$ cat config.mk
export PLATFORM = sky130hd
export DESIGN_NAME = line_scan_track_steering
export DESIGN_NICKNAME = d
export VERILOG_FILES = /design/src/sv/lsts_pkg.sv /design/src/sv/lsts_scan.sv /design/src/sv/lsts_fifo.sv /design/src/sv/lsts_drive.sv /design/src/sv/line_scan_track_steering.sv
export SDC_FILE = /design/constraint.sdc
export NUM_CORES = 1
export LEC_CHECK = 0
export BUFFER_PORTS_ARGS = -buffer_cell sky130_fd_sc_hd__buf_2
export CORE_MARGIN = 3
export CORE_UTILIZATION = 35
export DETAILED_ROUTE_END_ITERATION = 8
export GPL_ROUTABILITY_DRIVEN = 0
export MAX_ROUTING_LAYER = met4
export PLACE_DENSITY = 0.49
export SLEW_MARGIN = 20
export SYNTH_ARGS = -nofsm -noshare
export SYNTH_HDL_FRONTEND = slang
export SYNTH_SLANG_ARGS = --single-unit
$ cat constraint.sdc
create_clock -name clk -period 12.3 [get_ports clk]
set_clock_uncertainty 0.05 [all_clocks]
set_input_delay 0.615 -clock clk [delete_from_list [all_inputs] [get_ports clk]]
set_output_delay 0.615 -clock clk [all_outputs]
set_load 0.01 [all_outputs]
$ cat src/sv/lsts_pkg.sv
// ----------------------------------------------------------------------------
// Line-scan track steering: shared package
// Frame geometry, steering constants, register and class codes, and the
// record types that pass between the pixel scanner and the drive stage.
// ----------------------------------------------------------------------------
package lsts_pkg;

  // Frame geometry
  localparam int PIXELS = 128;
  localparam int IDX_W  = $clog2(PIXELS);
  localparam int POS_W  = 7;
  localparam int PIX_W  = 8;
  localparam int SPD_W  = 16;
  localparam int DUTY_W = 8;
  localparam int SERVO_W = 9;

  // Gradient window and steering constants
  localparam int GRAD_LO    = 20;
  localparam int GRAD_HI    = 107;
  localparam int HARD_RIGHT = 110;
  localparam int HARD_LEFT  = 20;
  localparam int ANGLE_BASE = 48;
  localparam int CENTRE_REF = 62;
  localparam int LOST_STEP  = 15;
  localparam int SERVO_MUL  = 177;
  localparam int SERVO_ADD  = 195;
  localparam int ANGLE_MIN  = 12;
  localparam int ANGLE_MAX  = 85;

  // x*177/100 as a multiply by a scaled reciprocal of 100
  localparam int SERVO_SHIFT   = 19;
  localparam int SERVO_RECIP   = SERVO_MUL * ((2**SERVO_SHIFT + 99) / 100);
  localparam int SERVO_RECIP_W = $clog2(SERVO_RECIP + 1);

  // Duty fractions as scaled reciprocals
  localparam int TENTH_SHIFT = 16;
  localparam int TENTH_RECIP = (2**TENTH_SHIFT + 9) / 10;
  localparam int NINE_TENTHS = 9 * TENTH_RECIP;
  localparam int SEVEN_TENTHS = 7 * TENTH_RECIP;
  localparam int THIRD_SHIFT = 9;
  localparam int THIRD_RECIP = (2**THIRD_SHIFT + 2) / 3;

  // Frame record queue
  localparam int FIFO_DEPTH = 4;
  localparam int FIFO_AW    = $clog2(FIFO_DEPTH);

  // Configuration register indexes
  localparam int CFG_IDX_W = 3;
  localparam int CFG_DATA_W = 16;
  localparam logic [CFG_IDX_W-1:0] CFG_SLOPE_THR = 3'd0;
  localparam logic [CFG_IDX_W-1:0] CFG_SPEED_THR = 3'd1;
  localparam logic [CFG_IDX_W-1:0] CFG_BAND_LEFT = 3'd2;
  localparam logic [CFG_IDX_W-1:0] CFG_BAND_RIGHT = 3'd3;
  localparam logic [CFG_IDX_W-1:0] CFG_BASE_DUTY = 3'd4;

  // Steering classes
  localparam logic [1:0] CLS_LOST   = 2'd0;
  localparam logic [1:0] CLS_RIGHT  = 2'd1;
  localparam logic [1:0] CLS_LEFT   = 2'd2;
  localparam logic [1:0] CLS_CENTRE = 2'd3;

  // Edge summary of one frame
  typedef struct packed {
    logic             rise_seen;
    logic             fall_seen;
    logic [POS_W-1:0] rise_first;
    logic [POS_W-1:0] rise_last;
    logic [POS_W-1:0] fall_first;
    logic [POS_W-1:0] fall_last;
    logic [SPD_W-1:0] speed;
  } lsts_frame_t;

  // Settings used by the drive stage
  typedef struct packed {
    logic [SPD_W-1:0]  speed_threshold;
    logic [POS_W-1:0]  band_left;
    logic [POS_W-1:0]  band_right;
    logic [DUTY_W-1:0] base_duty;
    logic [DUTY_W-1:0] fast_hi;
    logic [DUTY_W-1:0] fast_lo;
    logic [DUTY_W-1:0] slow_hi;
    logic [DUTY_W-1:0] slow_lo;
  } lsts_drive_cfg_t;

endpackage

$ cat src/sv/lsts_scan.sv
// ----------------------------------------------------------------------------
// Line-scan track steering: pixel scanner
// Takes one pixel per transfer, forms the halved gradient over the edge
// window and tracks the first and last rising and falling edges. The
// frame's last pixel pushes the edge summary into the frame queue.
// ----------------------------------------------------------------------------
module lsts_scan (
  input  logic                         clk,
  input  logic                         rst,
  input  logic                         in_valid,
  output logic                         in_ready,
  input  logic [lsts_pkg::PIX_W-1:0]   pixel_value,
  input  logic                         frame_end,
  input  logic [lsts_pkg::SPD_W-1:0]   speed_measure,
  input  logic [lsts_pkg::POS_W-1:0]   slope_threshold,
  input  logic                         q_full,
  output logic                         push,
  output lsts_pkg::lsts_frame_t        frame
);
  import lsts_pkg::*;

  logic [PIX_W-1:0] pixel_delay [2];
  logic [IDX_W-1:0] pixel_index;
  logic             rise_seen;
  logic             fall_seen;
  logic [POS_W-1:0] rise_first;
  logic [POS_W-1:0] rise_last;
  logic [POS_W-1:0] fall_first;
  logic [POS_W-1:0] fall_last;

  logic             rise_seen_next;
  logic             fall_seen_next;
  logic [POS_W-1:0] rise_first_next;
  logic [POS_W-1:0] rise_last_next;
  logic [POS_W-1:0] fall_first_next;
  logic [POS_W-1:0] fall_last_next;

  logic              take;
  logic              grad_on;
  logic [POS_W-1:0]  pos;
  logic signed [8:0] diff;
  logic signed [8:0] grad;
  logic signed [8:0] thr;
  logic signed [8:0] fall_lim;
  logic              is_rise;
  logic              is_fall;

  // Stall only a frame end that finds the queue full
  assign in_ready = !(frame_end && q_full);
  assign take     = in_valid && in_ready;

  // Gradient of the pixel one behind the incoming one
  assign grad_on  = (pixel_index >= IDX_W'(GRAD_LO + 1)) &&
                    (pixel_index <= IDX_W'(GRAD_HI + 1));
  assign pos      = POS_W'(pixel_index - IDX_W'(1));
  assign diff     = $signed({1'b0, pixel_value}) - $signed({1'b0, pixel_delay[1]});
  assign grad     = diff >>> 1;
  assign thr      = $signed({2'b00, slope_threshold});
  assign fall_lim = -thr - 9'sd1;
  assign is_rise  = grad_on && (grad > thr);
  assign is_fall  = grad_on && !(grad > thr) && rise_seen && (grad < fall_lim);

  // Edge bookkeeping including the current pixel
  always_comb begin
    rise_seen_next  = rise_seen;
    fall_seen_next  = fall_seen;
    rise_first_next = rise_first;
    rise_last_next  = rise_last;
    fall_first_next = fall_first;
    fall_last_next  = fall_last;
    if (is_rise) begin
      if (!rise_seen) begin
        rise_seen_next  = 1'b1;
        rise_first_next = pos;
      end
      rise_last_next = pos;
    end else if (is_fall) begin
      if (!fall_seen) begin
        fall_seen_next  = 1'b1;
        fall_first_next = pos;
      end
      fall_last_next = pos;
    end
  end

  // Frame summary handed to the queue
  assign push             = take && frame_end;
  assign frame.rise_seen  = rise_seen_next;
  assign frame.fall_seen  = fall_seen_next;
  assign frame.rise_first = rise_first_next;
  assign frame.rise_last  = rise_last_next;
  assign frame.fall_first = fall_first_next;
  assign frame.fall_last  = fall_last_next;
  assign frame.speed      = speed_measure;

  // Advance the delay line and index; clear edges at frame end
  always_ff @(posedge clk) begin
    if (rst) begin
      pixel_delay[0] <= '0;
      pixel_delay[1] <= '0;
      pixel_index    <= '0;
      rise_seen      <= 1'b0;
      fall_seen      <= 1'b0;
      rise_first     <= '0;
      rise_last      <= '0;
      fall_first     <= '0;
      fall_last      <= '0;
    end else if (take) begin
      pixel_delay[1] <= pixel_delay[0];
      pixel_delay[0] <= pixel_value;
      if (frame_end) begin
        pixel_index <= '0;
        rise_seen   <= 1'b0;
        fall_seen   <= 1'b0;
        rise_first  <= '0;
        rise_last   <= '0;
        fall_first  <= '0;
        fall_last   <= '0;
      end else begin
        if (pixel_index < IDX_W'(PIXELS - 1)) begin
          pixel_index <= pixel_index + IDX_W'(1);
        end
        rise_seen  <= rise_seen_next;
        fall_seen  <= fall_seen_next;
        rise_first <= rise_first_next;
        rise_last  <= rise_last_next;
        fall_first <= fall_first_next;
        fall_last  <= fall_last_next;
      end
    end
  end

endmodule

$ cat src/sv/lsts_fifo.sv
// ----------------------------------------------------------------------------
// Line-scan track steering: frame queue
// Short queue of frame summaries between the scanner and the drive stage.
// ----------------------------------------------------------------------------
module lsts_fifo (
  input  logic                  clk,
  input  logic                  rst,
  input  logic                  push,
  input  lsts_pkg::lsts_frame_t push_data,
  input  logic                  pop,
  output lsts_pkg::lsts_frame_t head,
  output logic                  full,
  output logic                  empty
);
  import lsts_pkg::*;

  lsts_frame_t        entry [FIFO_DEPTH];
  logic [FIFO_AW-1:0] wr_ptr;
  logic [FIFO_AW-1:0] rd_ptr;
  logic [FIFO_AW:0]   count;
  logic               do_push;
  logic               do_pop;

  assign full    = (count == (FIFO_AW+1)'(FIFO_DEPTH));
  assign empty   = (count == '0);
  assign do_push = push && !full;
  assign do_pop  = pop && !empty;
  assign head    = entry[rd_ptr];

  // Store entries
  always_ff @(posedge clk) begin
    if (do_push) begin
      entry[wr_ptr] <= push_data;
    end
  end

  // Advance pointers and count
  always_ff @(posedge clk) begin
    if (rst) begin
      wr_ptr <= '0;
      rd_ptr <= '0;
      count  <= '0;
    end else begin
      if (do_push) begin
        wr_ptr <= wr_ptr + FIFO_AW'(1);
      end
      if (do_pop) begin
        rd_ptr <= rd_ptr + FIFO_AW'(1);
      end
      if (do_push && !do_pop) begin
        count <= count + (FIFO_AW+1)'(1);
      end else if (do_pop && !do_push) begin
        count <= count - (FIFO_AW+1)'(1);
      end
    end
  end

endmodule

$ cat src/sv/lsts_drive.sv
// ----------------------------------------------------------------------------
// Line-scan track steering: drive stage
// Turns a frame summary into the track centre, steering class, servo duty
// and motor duties, and keeps the lost-track, turn and angle history.
// Two stages: decision, then servo scaling into the output register.
// ----------------------------------------------------------------------------
module lsts_drive (
  input  logic                          clk,
  input  logic                          rst,
  input  lsts_pkg::lsts_frame_t         head,
  input  logic                          q_empty,
  output logic                          pop,
  input  lsts_pkg::lsts_drive_cfg_t     cfg,
  output logic                          out_valid,
  input  logic                          out_ready,
  output logic [lsts_pkg::POS_W-1:0]    track_centre,
  output logic [1:0]                    steer_class,
  output logic                          servo_update,
  output logic [lsts_pkg::SERVO_W-1:0]  servo_duty,
  output logic [lsts_pkg::DUTY_W-1:0]   motor_a_duty,
  output logic [lsts_pkg::DUTY_W-1:0]   motor_b_duty
);
  import lsts_pkg::*;

  localparam int PROD_W = POS_W + SERVO_RECIP_W;

  // History
  logic              lost_mode;
  logic              turn_right;
  logic [7:0]        last_angle;

  // Decision stage registers
  logic              a_valid;
  logic [POS_W-1:0]  a_centre;
  logic [1:0]        a_cls;
  logic              a_upd;
  logic [POS_W-1:0]  a_angle;
  logic [DUTY_W-1:0] a_ma;
  logic [DUTY_W-1:0] a_mb;

  logic              a_ready;
  logic              b_ready;

  logic [8:0]        sum;
  logic [POS_W-1:0]  m_raw;
  logic [POS_W-1:0]  m_val;
  logic              lost_after;
  logic [1:0]        cls;
  logic              slow;
  logic              right_dir;
  logic signed [9:0] m_s;
  logic signed [9:0] last_s;
  logic signed [9:0] band_s;
  logic signed [9:0] half;
  logic signed [9:0] angle;
  logic [POS_W-1:0]  angle_clamp;
  logic [7:0]        angle_sat;
  logic              upd;
  logic [DUTY_W-1:0] ma;
  logic [DUTY_W-1:0] mb;
  logic              lost_mode_next;
  logic              turn_right_next;
  logic [7:0]        last_angle_next;
  logic [PROD_W-1:0] prod;

  assign b_ready = !out_valid || out_ready;
  assign a_ready = !a_valid || b_ready;
  assign pop     = !q_empty && a_ready;

  // Centre from the edge summary
  assign sum = {2'b00, head.rise_first} + {2'b00, head.rise_last} +
               {2'b00, head.fall_first} + {2'b00, head.fall_last};

  always_comb begin
    if (!head.rise_seen && !head.fall_seen) begin
      m_raw = '0;
    end else if (!head.rise_seen || !head.fall_seen) begin
      m_raw = sum[POS_W:1];
    end else begin
      m_raw = sum[POS_W+1:2];
    end
  end

  // Force a hard turn while the track stays lost
  assign lost_after = lost_mode && (m_raw == '0);
  assign m_val = lost_after ? (turn_right ? POS_W'(HARD_RIGHT) : POS_W'(HARD_LEFT)) : m_raw;

  always_comb begin
    if (m_val == '0) begin
      cls = CLS_LOST;
    end else if (m_val < cfg.band_left) begin
      cls = CLS_LEFT;
    end else if (m_val > cfg.band_right) begin
      cls = CLS_RIGHT;
    end else begin
      cls = CLS_CENTRE;
    end
  end

  assign slow   = head.speed < cfg.speed_threshold;
  assign m_s    = $signed({3'b000, m_val});
  assign last_s = $signed({{2{last_angle[7]}}, last_angle});
  assign band_s = (cls == CLS_RIGHT) ? $signed({3'b000, cfg.band_right})
                                     : $signed({3'b000, cfg.band_left});
  assign half   = ($signed(10'(CENTRE_REF)) - m_s) >>> 1;

  // Angle, servo update and motor direction per class
  always_comb begin
    angle     = '0;
    upd       = 1'b1;
    right_dir = 1'b0;
    unique case (cls)
      CLS_LOST: begin
        right_dir = turn_right;
        upd       = slow;
        angle     = turn_right ? last_s - $signed(10'(LOST_STEP))
                               : last_s + $signed(10'(LOST_STEP));
      end
      CLS_RIGHT, CLS_LEFT: begin
        right_dir = (cls == CLS_RIGHT);
        angle     = $signed(10'(ANGLE_BASE)) + band_s - m_s;
      end
      CLS_CENTRE: begin
        angle = half + $signed(10'(ANGLE_BASE));
      end
      default: begin
        angle = '0;
      end
    endcase
  end

  // Clamp for the servo, saturate for the history
  always_comb begin
    if (angle < $signed(10'(ANGLE_MIN))) begin
      angle_clamp = POS_W'(ANGLE_MIN);
    end else if (angle > $signed(10'(ANGLE_MAX))) begin
      angle_clamp = POS_W'(ANGLE_MAX);
    end else begin
      angle_clamp = angle[POS_W-1:0];
    end
    if (angle > 10'sd127) begin
      angle_sat = 8'h7f;
    end else if (angle < -10'sd128) begin
      angle_sat = 8'h80;
    end else begin
      angle_sat = angle[7:0];
    end
  end

  // Motor duties: base duty when centred, else braking when slow or fast, biased by direction
  always_comb begin
    if (cls == CLS_CENTRE) begin
      ma = cfg.base_duty;
      mb = cfg.base_duty;
    end else if (right_dir) begin
      ma = slow ? cfg.slow_lo : cfg.fast_lo;
      mb = slow ? cfg.slow_hi : cfg.fast_hi;
    end else begin
      ma = slow ? cfg.slow_hi : cfg.fast_hi;
      mb = slow ? cfg.slow_lo : cfg.fast_lo;
    end
  end

  // History update
  always_comb begin
    lost_mode_next  = lost_after;
    turn_right_next = turn_right;
    last_angle_next = last_angle;
    unique case (cls)
      CLS_LOST: begin
        lost_mode_next = 1'b1;
      end
      CLS_RIGHT, CLS_LEFT: begin
        if (!lost_after) begin
          turn_right_next = right_dir;
        end
        last_angle_next = angle_sat;
      end
      CLS_CENTRE: begin
        last_angle_next = last_angle;
      end
      default: begin
        lost_mode_next = lost_after;
      end
    endcase
  end

  // Decision stage and history
  always_ff @(posedge clk) begin
    if (rst) begin
      a_valid    <= 1'b0;
      lost_mode  <= 1'b0;
      turn_right <= 1'b0;
      last_angle <= '0;
    end else begin
      if (a_ready) begin
        a_valid <= !q_empty;
      end
      if (pop) begin
        lost_mode  <= lost_mode_next;
        turn_right <= turn_right_next;
        last_angle <= last_angle_next;
      end
    end
  end

  always_ff @(posedge clk) begin
    if (pop) begin
      a_centre <= m_val;
      a_cls    <= cls;
      a_upd    <= upd;
      a_angle  <= angle_clamp;
      a_ma     <= ma;
      a_mb     <= mb;
    end
  end

  // Servo scaling: angle*177/100 + 195
  assign prod = PROD_W'(a_angle) * PROD_W'(SERVO_RECIP);

  always_ff @(posedge clk) begin
    if (rst) begin
      out_valid <= 1'b0;
    end else if (b_ready) begin
      out_valid <= a_valid;
    end
  end

  always_ff @(posedge clk) begin
    if (a_valid && b_ready) begin
      track_centre <= a_centre;
      steer_class  <= a_cls;
      servo_update <= a_upd;
      servo_duty   <= a_upd ? SERVO_W'(prod >> SERVO_SHIFT) + SERVO_W'(SERVO_ADD) : '0;
      motor_a_duty <= a_ma;
      motor_b_duty <= a_mb;
    end
  end

endmodule

$ cat src/sv/line_scan_track_steering.sv
// Throughput: one pixel per cycle while the frame queue has room for each last pixel, frames back to back with no gap.
// The result of a frame is registered in turn in the frame queue, the decision stage and,
// after servo scaling, the output register.
// A full frame queue stalls only a last pixel; a stalled result leaves pixels flowing.
// Reset (rst, synchronous, active high) restores register defaults and clears control state only.
// ----------------------------------------------------------------------------
// Line-scan track steering: top level
// Configuration registers, duty fraction precompute, and the scanner, frame
// queue and drive stage wired front to back.
// ----------------------------------------------------------------------------
module line_scan_track_steering (
  input  logic                              clk,
  input  logic                              rst,
  input  logic                              in_valid,
  output logic                              in_ready,
  input  logic [lsts_pkg::PIX_W-1:0]        pixel_value,
  input  logic                              frame_end,
  input  logic [lsts_pkg::SPD_W-1:0]        speed_measure,
  output logic                              out_valid,
  input  logic                              out_ready,
  output logic [lsts_pkg::POS_W-1:0]        track_centre,
  output logic [1:0]                        steer_class,
  output logic                              servo_update,
  output logic [lsts_pkg::SERVO_W-1:0]      servo_duty,
  output logic [lsts_pkg::DUTY_W-1:0]       motor_a_duty,
  output logic [lsts_pkg::DUTY_W-1:0]       motor_b_duty,
  input  logic                              cfg_valid,
  output logic                              cfg_ready,
  input  logic [lsts_pkg::CFG_IDX_W-1:0]    cfg_index,
  input  logic [lsts_pkg::CFG_DATA_W-1:0]   cfg_data
);
  import lsts_pkg::*;

  logic [POS_W-1:0]  slope_threshold;
  logic [SPD_W-1:0]  speed_threshold;
  logic [POS_W-1:0]  band_left;
  logic [POS_W-1:0]  band_right;
  logic [DUTY_W-1:0] base_duty;
  logic [DUTY_W-1:0] fast_hi;
  logic [DUTY_W-1:0] fast_lo;
  logic [DUTY_W-1:0] slow_hi;
  logic [DUTY_W-1:0] slow_lo;

  logic              q_full;
  logic              q_empty;
  logic              push;
  logic              pop;
  lsts_frame_t       frame;
  lsts_frame_t       head;
  lsts_drive_cfg_t   drive_cfg;

  logic [DUTY_W+16-1:0] nine_prod;
  logic [DUTY_W+16-1:0] seven_prod;
  logic [DUTY_W+8-1:0]  third_prod;

  assign cfg_ready = 1'b1;

  // Register writes
  always_ff @(posedge clk) begin
    if (rst) begin
      slope_threshold <= POS_W'(10);
      speed_threshold <= SPD_W'(13);
      band_left       <= POS_W'(55);
      band_right      <= POS_W'(77);
      base_duty       <= '0;
    end else if (cfg_valid && cfg_ready) begin
      unique case (cfg_index)
        CFG_SLOPE_THR:  slope_threshold <= cfg_data[POS_W-1:0];
        CFG_SPEED_THR:  speed_threshold <= cfg_data[SPD_W-1:0];
        CFG_BAND_LEFT:  band_left       <= cfg_data[POS_W-1:0];
        CFG_BAND_RIGHT: band_right      <= cfg_data[POS_W-1:0];
        CFG_BASE_DUTY:  base_duty       <= cfg_data[DUTY_W-1:0];
        default: begin
        end
      endcase
    end
  end

  // Hold the fast and braking fractions of the base duty
  assign nine_prod  = (DUTY_W+16)'(base_duty) * (DUTY_W+16)'(NINE_TENTHS);
  assign seven_prod = (DUTY_W+16)'(base_duty) * (DUTY_W+16)'(SEVEN_TENTHS);
  assign third_prod = (DUTY_W+8)'(base_duty) * (DUTY_W+8)'(THIRD_RECIP);

  always_ff @(posedge clk) begin
    fast_hi <= DUTY_W'(nine_prod >> TENTH_SHIFT);
    fast_lo <= DUTY_W'(seven_prod >> TENTH_SHIFT);
    slow_hi <= base_duty >> 1;
    slow_lo <= DUTY_W'(third_prod >> THIRD_SHIFT);
  end

  assign drive_cfg.speed_threshold = speed_threshold;
  assign drive_cfg.band_left       = band_left;
  assign drive_cfg.band_right      = band_right;
  assign drive_cfg.base_duty       = base_duty;
  assign drive_cfg.fast_hi         = fast_hi;
  assign drive_cfg.fast_lo         = fast_lo;
  assign drive_cfg.slow_hi         = slow_hi;
  assign drive_cfg.slow_lo         = slow_lo;

  lsts_scan u_scan (
    .clk             (clk),
    .rst             (rst),
    .in_valid        (in_valid),
    .in_ready        (in_ready),
    .pixel_value     (pixel_value),
    .frame_end       (frame_end),
    .speed_measure   (speed_measure),
    .slope_threshold (slope_threshold),
    .q_full          (q_full),
    .push            (push),
    .frame           (frame)
  );

  lsts_fifo u_fifo (
    .clk       (clk),
    .rst       (rst),
    .push      (push),
    .push_data (frame),
    .pop       (pop),
    .head      (head),
    .full      (q_full),
    .empty     (q_empty)
  );

  lsts_drive u_drive (
    .clk          (clk),
    .rst          (rst),
    .head         (head),
    .q_empty      (q_empty),
    .pop          (pop),
    .cfg          (drive_cfg),
    .out_valid    (out_valid),
    .out_ready    (out_ready),
    .track_centre (track_centre),
    .steer_class  (steer_class),
    .servo_update (servo_update),
    .servo_duty   (servo_duty),
    .motor_a_duty (motor_a_duty),
    .motor_b_duty (motor_b_duty)
  );

endmodule
==> out/qor.txt, run 1 <==
Die ar.: 73000 um2
layout cells sized above 1: 13.3%
CP most frequent cell: ha_1
per-cell routed wire length: 17.4 um
Hold Buf Count CTS: 0
first-pass GRT wire length: 89.3 mm
Worst Reg-to-Reg Cells: 46
synthesis-to-layout area growth: 13.2%
htree depth: 2
WHS Endpoint: u_fifo.entry[2][11]
num ports: 87
# DRC: 0
Highest Clock Rate: 94.1 MHz
critical path data required time: 12.55 ns
maxcap violations: 0
DR vias: 15600
#FFs+latches synth: 401
CTS Sinks: 401
Resized cells post-CTS: 0
crit share post-route: 86.4%
worst slew pin tran: 1.02 ns
Main synth FF type: edfxtp_1
Clock Latency Late Sink: 0.59 ns
initial detailed-routing violation count: 708
minimum clock period: 10.63 ns
WL final: 55.0 mm
Routed Antenna Nets: 0
setup TNS: 0 ns
Critical Path AT: 10.88 ns
die width: 270 um
EDFF count, synth: 268
post-detail-place hpwl: 41.0 mm
post-layout net count: 2636
CP Launch Type: register
Max FO, Critical Path: 28
CTS tree: yes
hold path start: speed_measure[11]
height of the die: 270 um
largest cells by area after synthesis: edfxtp_1 (33%), ha_1 (16%), dfxtp_1 (11%)
post-synth top area share: 32.9%
hold path depth: 1
largest net degree at the start of global routing: 72
CTS Buf Count: 46
Synth Net Count: 2538
Vias/cell: 4.93
headroom to the max-slew limit: 31.8%
leading cell type in the layout, fill and taps excluded: ha_1
Hold WC Path Type: in2reg
critical path endpoint category: register
Post CTS Setup Buffer Count: 0
vias in the first global route: 16300
Synth warnings: 0
endpoints failing setup: 0
commonest cells after routing, fill and taps aside: ha_1 (307), inv_1 (292), edfxtp_1 (268)
Post-Syn Instances: 2098
Final Hold Viols: 0
Core Region: 68900 um2
clock slew at reported path FFs: 0.06 ns
Starting Density: 35.5%
max incr delay on CP: 0.73 ns
unrepaired setup endpoints after global routing: no
initial antenna violation count: 4
Max Slew Vio Count: 0
root buffer cell: clkbuf_16
post-synthesis sequential area ratio: 43.8%
ys async rst share: 0%
Port Buffers: 85
Detailed Routing Iterations Pass 1: 5
total track usage: 15.7%
std cell rows: 96
largest area contributor in the netlist: edfxtp_1
GRT Residual Overflow: 0
Mapped Area: 24400 um2
RR Endpoint: u_drive.a_angle[0]
Worst path slowest cell: dfxtp_4
setup slack, reg-to-reg: 1.67 ns
critical path class: reg2reg
CTS max path bufs: 3
Synth cell types: 90
Avg Inst Size Synth: 11.7 um2
status: finished clean
critical path: cells and delay by family, from the launching register on:
| kind | cells | cell delay (ns) |
|---|---|---|
| compound gates | 22 | 4.29 |
| fa+ha+maj | 9 | 2.61 |
| simple gates | 9 | 1.73 |
| flops | 1 | 0.73 |
| mux | 1 | 0.58 |
| buf+inv | 4 | 0.23 |
| xor+xnor | 1 | 0.11 |
area by class of cell:
type / instances / area [um2]
fillers: 6666 / 41300
multi-input cells: 1352 / 12400
flip-flops and latches: 401 / 10700
clock buffers: 60 / 1260
well taps: 931 / 1160
inverters: 294 / 1100
repair buffers: 101 / 558
clock inverters: 26 / 417
diodes: 2 / 5.00
synth_stat cells, types with 4 or more instances:
cell	n
a21boi_0	4
ha_1	307
buf_1	7
a21oi_1	87
a2111oi_0	4
fa_1	84
xnor2_1	39
dfxtp_1	133
edfxtp_1	268
mux4_2	46
and3_1	11
or3_1	7
o21ai_0	64
mux2_2	36
and2_1	28
nand2_1	124
a31oi_1	5
nand4_1	13
nor2b_1	22
clkbuf_1	37
xor2_1	29
inv_1	292
o31ai_1	5
o2111ai_1	5
o211a_1	5
a22o_1	24
a21o_1	36
mux2i_1	35
a211oi_1	15
nor2_1	111
nand3_1	23
nand3b_1	9
o21a_1	15
o21bai_1	9
nand2b_1	16
nor3_1	29
or2_2	14
a211o_1	17
a221oi_1	4
o21ba_2	4
registers in the layout, summed over array words and instances, names as in the netlist, 8 cells and up, named ones only:
name / flops
u_fifo.entry: 184
u_drive.a_mb: 8
u_scan.pixel_delay: 16
u_drive.motor_b_duty: 8
u_drive.a_ma: 8
fast_lo: 8
base_duty: 8
speed_threshold: 16
fast_hi: 8
u_drive.servo_duty: 9
u_drive.last_angle: 8
u_drive.motor_a_duty: 8
routing by layer:
layer | global-route usage (%) | wire, um | vias to the layer above
met1 | 20.0 | 25400 | 7673
li1 | - | - | 7660
met5 | - | 0 | -
met3 | 2.28 | 1900 | 78
met4 | 3.75 | 1150 | 0
met2 | 26.6 | 26600 | 205
how the worst max path moves through the flow:
| stage | from | to | slack [ns] | depth (start not counted) |
|---|---|---|---|---|
| after detailed placement | register | u_drive.a_angle[0] | 1.75 | 46 |
| final | register | u_drive.a_angle[0] | 1.67 | 46 |
| after global routing | register | u_drive.last_angle[2] | 0.91 | 46 |
| after CTS | register | u_drive.a_angle[0] | 1.66 | 46 |
| after floorplan | register | u_drive.a_angle[0] | 2.38 | 49 |
| after global placement | register | u_drive.a_angle[4] | 1.90 | 46 |
stage by stage:
| step | worst slack [ns] | utilization, % | hold WS, ns | std cells | area [um2] |
|---|---|---|---|---|---|
| 2_1_floorplan | 2.38 | - | 0.350 | 2098 | 24400 |
| 4_1_cts | 1.66 | 40.1 | 0.158 | 3164 | 27600 |
| 6_report | 1.67 | 40.1 | 0.196 | 3167 | 27700 |
| 3_5_place_dp | 1.75 | 37.7 | 0.355 | 3078 | 26000 |
| 5_1_grt | 0.906 | 40.1 | 0.168 | 3167 | 27700 |
| 3_3_place_gp | 1.90 | 37.7 | 0.353 | 3078 | 26000 |
cell families (layout without fill, tap and decap cells):
kind of cell / after synthesis / in the layout / share of synthesized area (%)
mux: 118 / 118 / 7.42
simple gates: 426 / 426 / 8.43
fa+ha+maj: 391 / 391 / 22.6
xor+xnor: 68 / 68 / 2.44
flops: 401 / 401 / 43.8
other cells: 1 / 3 / 0.0153
compound gates: 348 / 348 / 9.87
buf+inv: 345 / 481 / 5.42
Power of run 1 is not shown: default switching activity piles up to over one toggle a cycle in this logic, so the estimate is an artifact.
==> run 2: changes to the inputs <==
- CORE_MARGIN: 3 -> 8
==> out/qor.txt, run 2 (synthesis results as in run 1) <==
Worst path slowest cell: dfxtp_4 (unchanged)
Max FO, Critical Path: 24 (was 28)
endpoints failing setup: 0 (unchanged)
CP Buf/Inv Count: 3 (was 4)
Port Buffers: 85 (unchanged)
Detailed Routing Iterations Pass 1: 5 (unchanged)
std cell rows: 97 (was 96)
root buffer cell: clkbuf_16 (unchanged)
GRT Residual Overflow: 0 (unchanged)
Max Slew Vio Count: 0 (unchanged)
Starting Density: 35.2% (was 35.5%)
die width: 280 um (was 270 um)
leading cell type in the layout, fill and taps excluded: ha_1 (unchanged)
commonest cells after routing, fill and taps aside: ha_1 (307), inv_1 (292), edfxtp_1 (268) (unchanged)
num ports: 87 (unchanged)
crit share post-route: 86.5% (was 86.4%)
Die ar.: 78600 um2 (was 73000 um2)
minimum clock period: 10.64 ns (was 10.63 ns)
headroom to the max-slew limit: 39.3% (was 31.8%)
maxcap violations: 0 (unchanged)
Crit path depth: 42 (was 46)
per-cell routed wire length: 17.4 um (about the same)
Largest Register: u_fifo.entry (unchanged)
Resized cells post-CTS: 0 (unchanged)
hold path depth: 1 (unchanged)
CP most frequent cell: ha_1 (unchanged)
unrepaired setup endpoints after global routing: no (unchanged)
synthesis-to-layout area growth: 13.0% (was 13.2%)
hold path start: speed_measure[11] (unchanged)
largest net degree at the start of global routing: 71 (was 72)
biggest registers after layout: u_fifo.entry (184), speed_threshold (16), u_scan.pixel_delay (16) (unchanged)
critical path endpoint category: register (unchanged)
WL final: 55.3 mm (was 55.0 mm)
hold slack: 0.185 ns (was 0.196 ns)
worst slew pin tran: 0.888 ns (was 1.02 ns)
post-layout net count: 2638 (was 2636)
Worst Reg-to-Reg Cells: 42 (was 46)
initial detailed-routing violation count: 823 (was 708)
Clock Latency Late Sink: 0.59 ns (about the same)
Post CTS Setup Buffer Count: 0 (unchanged)
first-pass GRT wire length: 88.6 mm (was 89.3 mm)
Hold WC Path Type: in2reg (unchanged)
max incr delay on CP: 0.68 ns (was 0.73 ns)
initial antenna violation count: 4 (unchanged)
CTS Sinks: 401 (unchanged)
# DRC: 0 (unchanged)
CTS Buf Count: 46 (unchanged)
htree depth: 2 (unchanged)
critical path data required time: 12.59 ns (was 12.55 ns)
Routed Antenna Nets: 0 (unchanged)
CP Launch Type: register (unchanged)
Critical Path AT: 10.92 ns (was 10.88 ns)
setup TNS: 0 ns (unchanged)
clock slew at reported path FFs: 0.06 ns (about the same)
critical path class: reg2reg (unchanged)
largest delay contributor family on the critical path: compound AO/OA/AOI/OAI gates (unchanged)
DR vias: 15500 (was 15600)
CTS tree: yes (unchanged)
Final Hold Viols: 0 (unchanged)
post-detail-place hpwl: 41.3 mm (was 41.0 mm)
Vias/cell: 4.89 (was 4.93)
max reg flops: 184 (unchanged)
Hold Buf Count CTS: 0 (unchanged)
total track usage: 14.5% (was 15.7%)
Highest Clock Rate: 94.0 MHz (was 94.1 MHz)
Core Region: 69500 um2 (was 68900 um2)
status: finished clean (unchanged)
vias in the first global route: 16100 (was 16300)
height of the die: 280 um (was 270 um)
layout cells sized above 1: 13.6% (was 13.3%)
CTS max path bufs: 3 (unchanged)
## run 2: metal layers
layer / track usage, % / routed length (um)
met3: 2.64 / 2160
met2: 24.7 / 26800
met4: 3.17 / 951
met1: 18.1 / 25400
met5: - / 0
## run 2: worst paths after layout
| check | endpoint | slack (ns) |
|---|---|---|
| hold reg to reg | u_drive.motor_b_duty[3] | 0.37 |
| hold / removal | u_fifo.entry[1][11] | 0.19 |
| setup / recovery | u_drive.a_angle[0] | 1.66 |
| setup reg to reg | u_drive.a_angle[0] | 1.66 |
## run 2: cell type report
type | count | area (um2)
inverters | 294 | 1100
clock buffers | 53 | 1220
diodes | 2 | 5.00
multi-input cells | 1352 | 12400
fillers | 6634 | 41900
repair buffers | 103 | 561
well taps | 940 | 1180
flip-flops and latches | 401 | 10700
clock inverters | 33 | 399
## run 2: stage by stage
step	instance area, um2	std cells	utilization, %	setup WS, ns
final	27600	3178	39.7	1.66
after global placement	26000	3090	37.4	1.93
after CTS	27600	3176	39.7	1.61
after detailed placement	26000	3090	37.4	1.70
after global routing	27600	3178	39.7	0.697
after floorplan	24400	2098	-	2.38
Power of run 2 is left out for the same reason.
==> run 3: changes to the inputs <==
- CELL_PAD_IN_SITES_DETAIL_PLACEMENT: default -> 1
- CELL_PAD_IN_SITES_GLOBAL_PLACEMENT: default -> 1
- PLACE_DENSITY: 0.49 -> 0.58
==> out/qor.txt, run 3 (synthesis results as in run 1) <==
status: finished clean (unchanged)
Clock Latency Late Sink: 0.59 ns (about the same)
largest net degree at the start of global routing: 72 (was 71)
synthesis-to-layout area growth: 13.0% (about the same)
Worst path slowest cell: dfxtp_4 (unchanged)
post-layout net count: 2637 (was 2638)
commonest cells after routing, fill and taps aside: ha_1 (307), inv_1 (292), edfxtp_1 (268) (unchanged)
hold path depth: 1 (unchanged)
root buffer cell: clkbuf_16 (unchanged)
Post CTS Setup Buffer Count: 0 (unchanged)
headroom to the max-slew limit: 32.0% (was 39.3%)
unrepaired setup endpoints after global routing: no (unchanged)
biggest registers after layout: u_fifo.entry (184), speed_threshold (16), u_scan.pixel_delay (16) (unchanged)
max incr delay on CP: 0.78 ns (was 0.68 ns)
max reg flops: 184 (unchanged)
met1 usage: 19.2% (was 18.1%)
setup slack, reg-to-reg: 1.42 ns (was 1.66 ns)
CTS Buf Count: 45 (was 46)
Port Buffers: 85 (unchanged)
critical path endpoint category: register (unchanged)
post-detail-place hpwl: 45.6 mm (was 41.3 mm)
Critical Path AT: 11.13 ns (was 10.92 ns)
Max FO, Critical Path: 31 (was 24)
initial detailed-routing violation count: 701 (was 823)
minimum clock period: 10.88 ns (was 10.64 ns)
vias in the first global route: 17600 (was 16100)
WL final: 60.9 mm (was 55.3 mm)
Die ar.: 78600 um2 (unchanged)
Resized cells post-CTS: 0 (unchanged)
Highest Clock Rate: 91.9 MHz (was 94.0 MHz)
met3 GRT Util: 2.21% (was 2.64%)
htree depth: 2 (unchanged)
met2 Track Usage GR: 28.0% (was 24.7%)
endpoints failing setup: 0 (unchanged)
Max Slew Vio Count: 0 (unchanged)
die width: 280 um (unchanged)
# DRC: 0 (unchanged)
Vias/cell: 5.02 (was 4.89)
first-pass GRT wire length: 97.4 mm (was 88.6 mm)
CTS Sinks: 401 (unchanged)
leading cell type in the layout, fill and taps excluded: ha_1 (unchanged)
Hold WC Path Type: in2reg (unchanged)
FF/Latch Area: 10700 um2 (unchanged)
GRT Residual Overflow: 0 (unchanged)
Hold Buf Count CTS: 0 (unchanged)
area occupied by multi-input gates: 12400 um2 (about the same)
hold path start: speed_measure[11] (unchanged)
Largest Register: u_fifo.entry (unchanged)
GR peak layer: met2 (unchanged)
RR Endpoint: u_drive.a_angle[0] (unchanged)
Worst Reg-to-Reg Cells: 46 (was 42)
total track usage: 16.0% (was 14.5%)
CP Launch Type: register (unchanged)
Routed Antenna Nets: 0 (unchanged)
Detailed Routing Iterations Pass 1: 4 (was 5)
CTS max path bufs: 3 (unchanged)
DR vias: 15900 (was 15500)
layout cells sized above 1: 13.8% (was 13.6%)
CP most frequent cell: ha_1 (unchanged)
# fillers: 7482 (was 6634)
worst slew pin tran: 1.02 ns (was 0.888 ns)
initial antenna violation count: 3 (was 4)
num ports: 87 (unchanged)
critical path data required time: 12.55 ns (was 12.59 ns)
clock slew at reported path FFs: 0.06 ns (about the same)
crit share post-route: 88.4% (was 86.5%)
WHS Endpoint: u_fifo.entry[3][11] (was u_fifo.entry[1][11])
per-cell routed wire length: 19.2 um (was 17.4 um)
setup TNS: 0 ns (unchanged)
Starting Density: 35.2% (unchanged)
maxcap violations: 0 (unchanged)
Core Region: 69500 um2 (unchanged)
critical path class: reg2reg (unchanged)
CTS tree: yes (unchanged)
std cell rows: 97 (unchanged)
height of the die: 280 um (unchanged)
Final Hold Viols: 0 (unchanged)
-- run 3: critical path, delay by kind of cell, from the launching register on --
kind	cells	cell delay, ns
xor+xnor	1	0.11
buf+inv	4	0.24
compound gates	22	4.37
flops	1	0.78
fa+ha+maj	9	2.68
simple gates	9	1.79
mux	1	0.59
-- run 3: area by class of cell --
type	count	share of cell area, %
Antenna cell	1	0.00906
Clock buffer	57	4.57
Clock inverter	27	1.19
Tap cell	940	4.26
Inverter	294	3.99
Timing Repair Buffer	103	2.15
Multi-Input combinational cell	1352	45.1
Sequential cell	401	38.8
-- run 3: worst max path at each step --
stage | cells after the start | from | end
after global routing | 45 | register | u_drive.last_angle[2]
final | 46 | register | u_drive.a_angle[0]
after CTS | 46 | register | u_drive.a_angle[0]
after global placement | 46 | register | u_drive.a_angle[0]
after detailed placement | 46 | register | u_drive.a_angle[0]
after floorplan | 49 | register | u_drive.a_angle[0]
-- run 3: per-stage QoR --
step           cell area [um2]  setup slack [ns]  utilization (%)  hold slack (ns)  instances
2_1_floorplan            24400              2.38                -            0.350       2098
3_3_place_gp             26000              1.81             37.4            0.353       3088
3_5_place_dp             26000              1.49             37.4            0.356       3088
4_1_cts                  27600              1.38             39.7            0.151       3172
5_1_grt                  27600             0.575             39.7            0.160       3175
6_report                 27600              1.42             39.7            0.192       3175
-- run 3: metal layers --
layer	share of wire [%]	vias to the layer above
li1	-	7653
met1	45	7980
met2	50	218
met3	3.1	90
met4	2.5	0
met5	0	-
Power of run 3 is left out for the same reason.
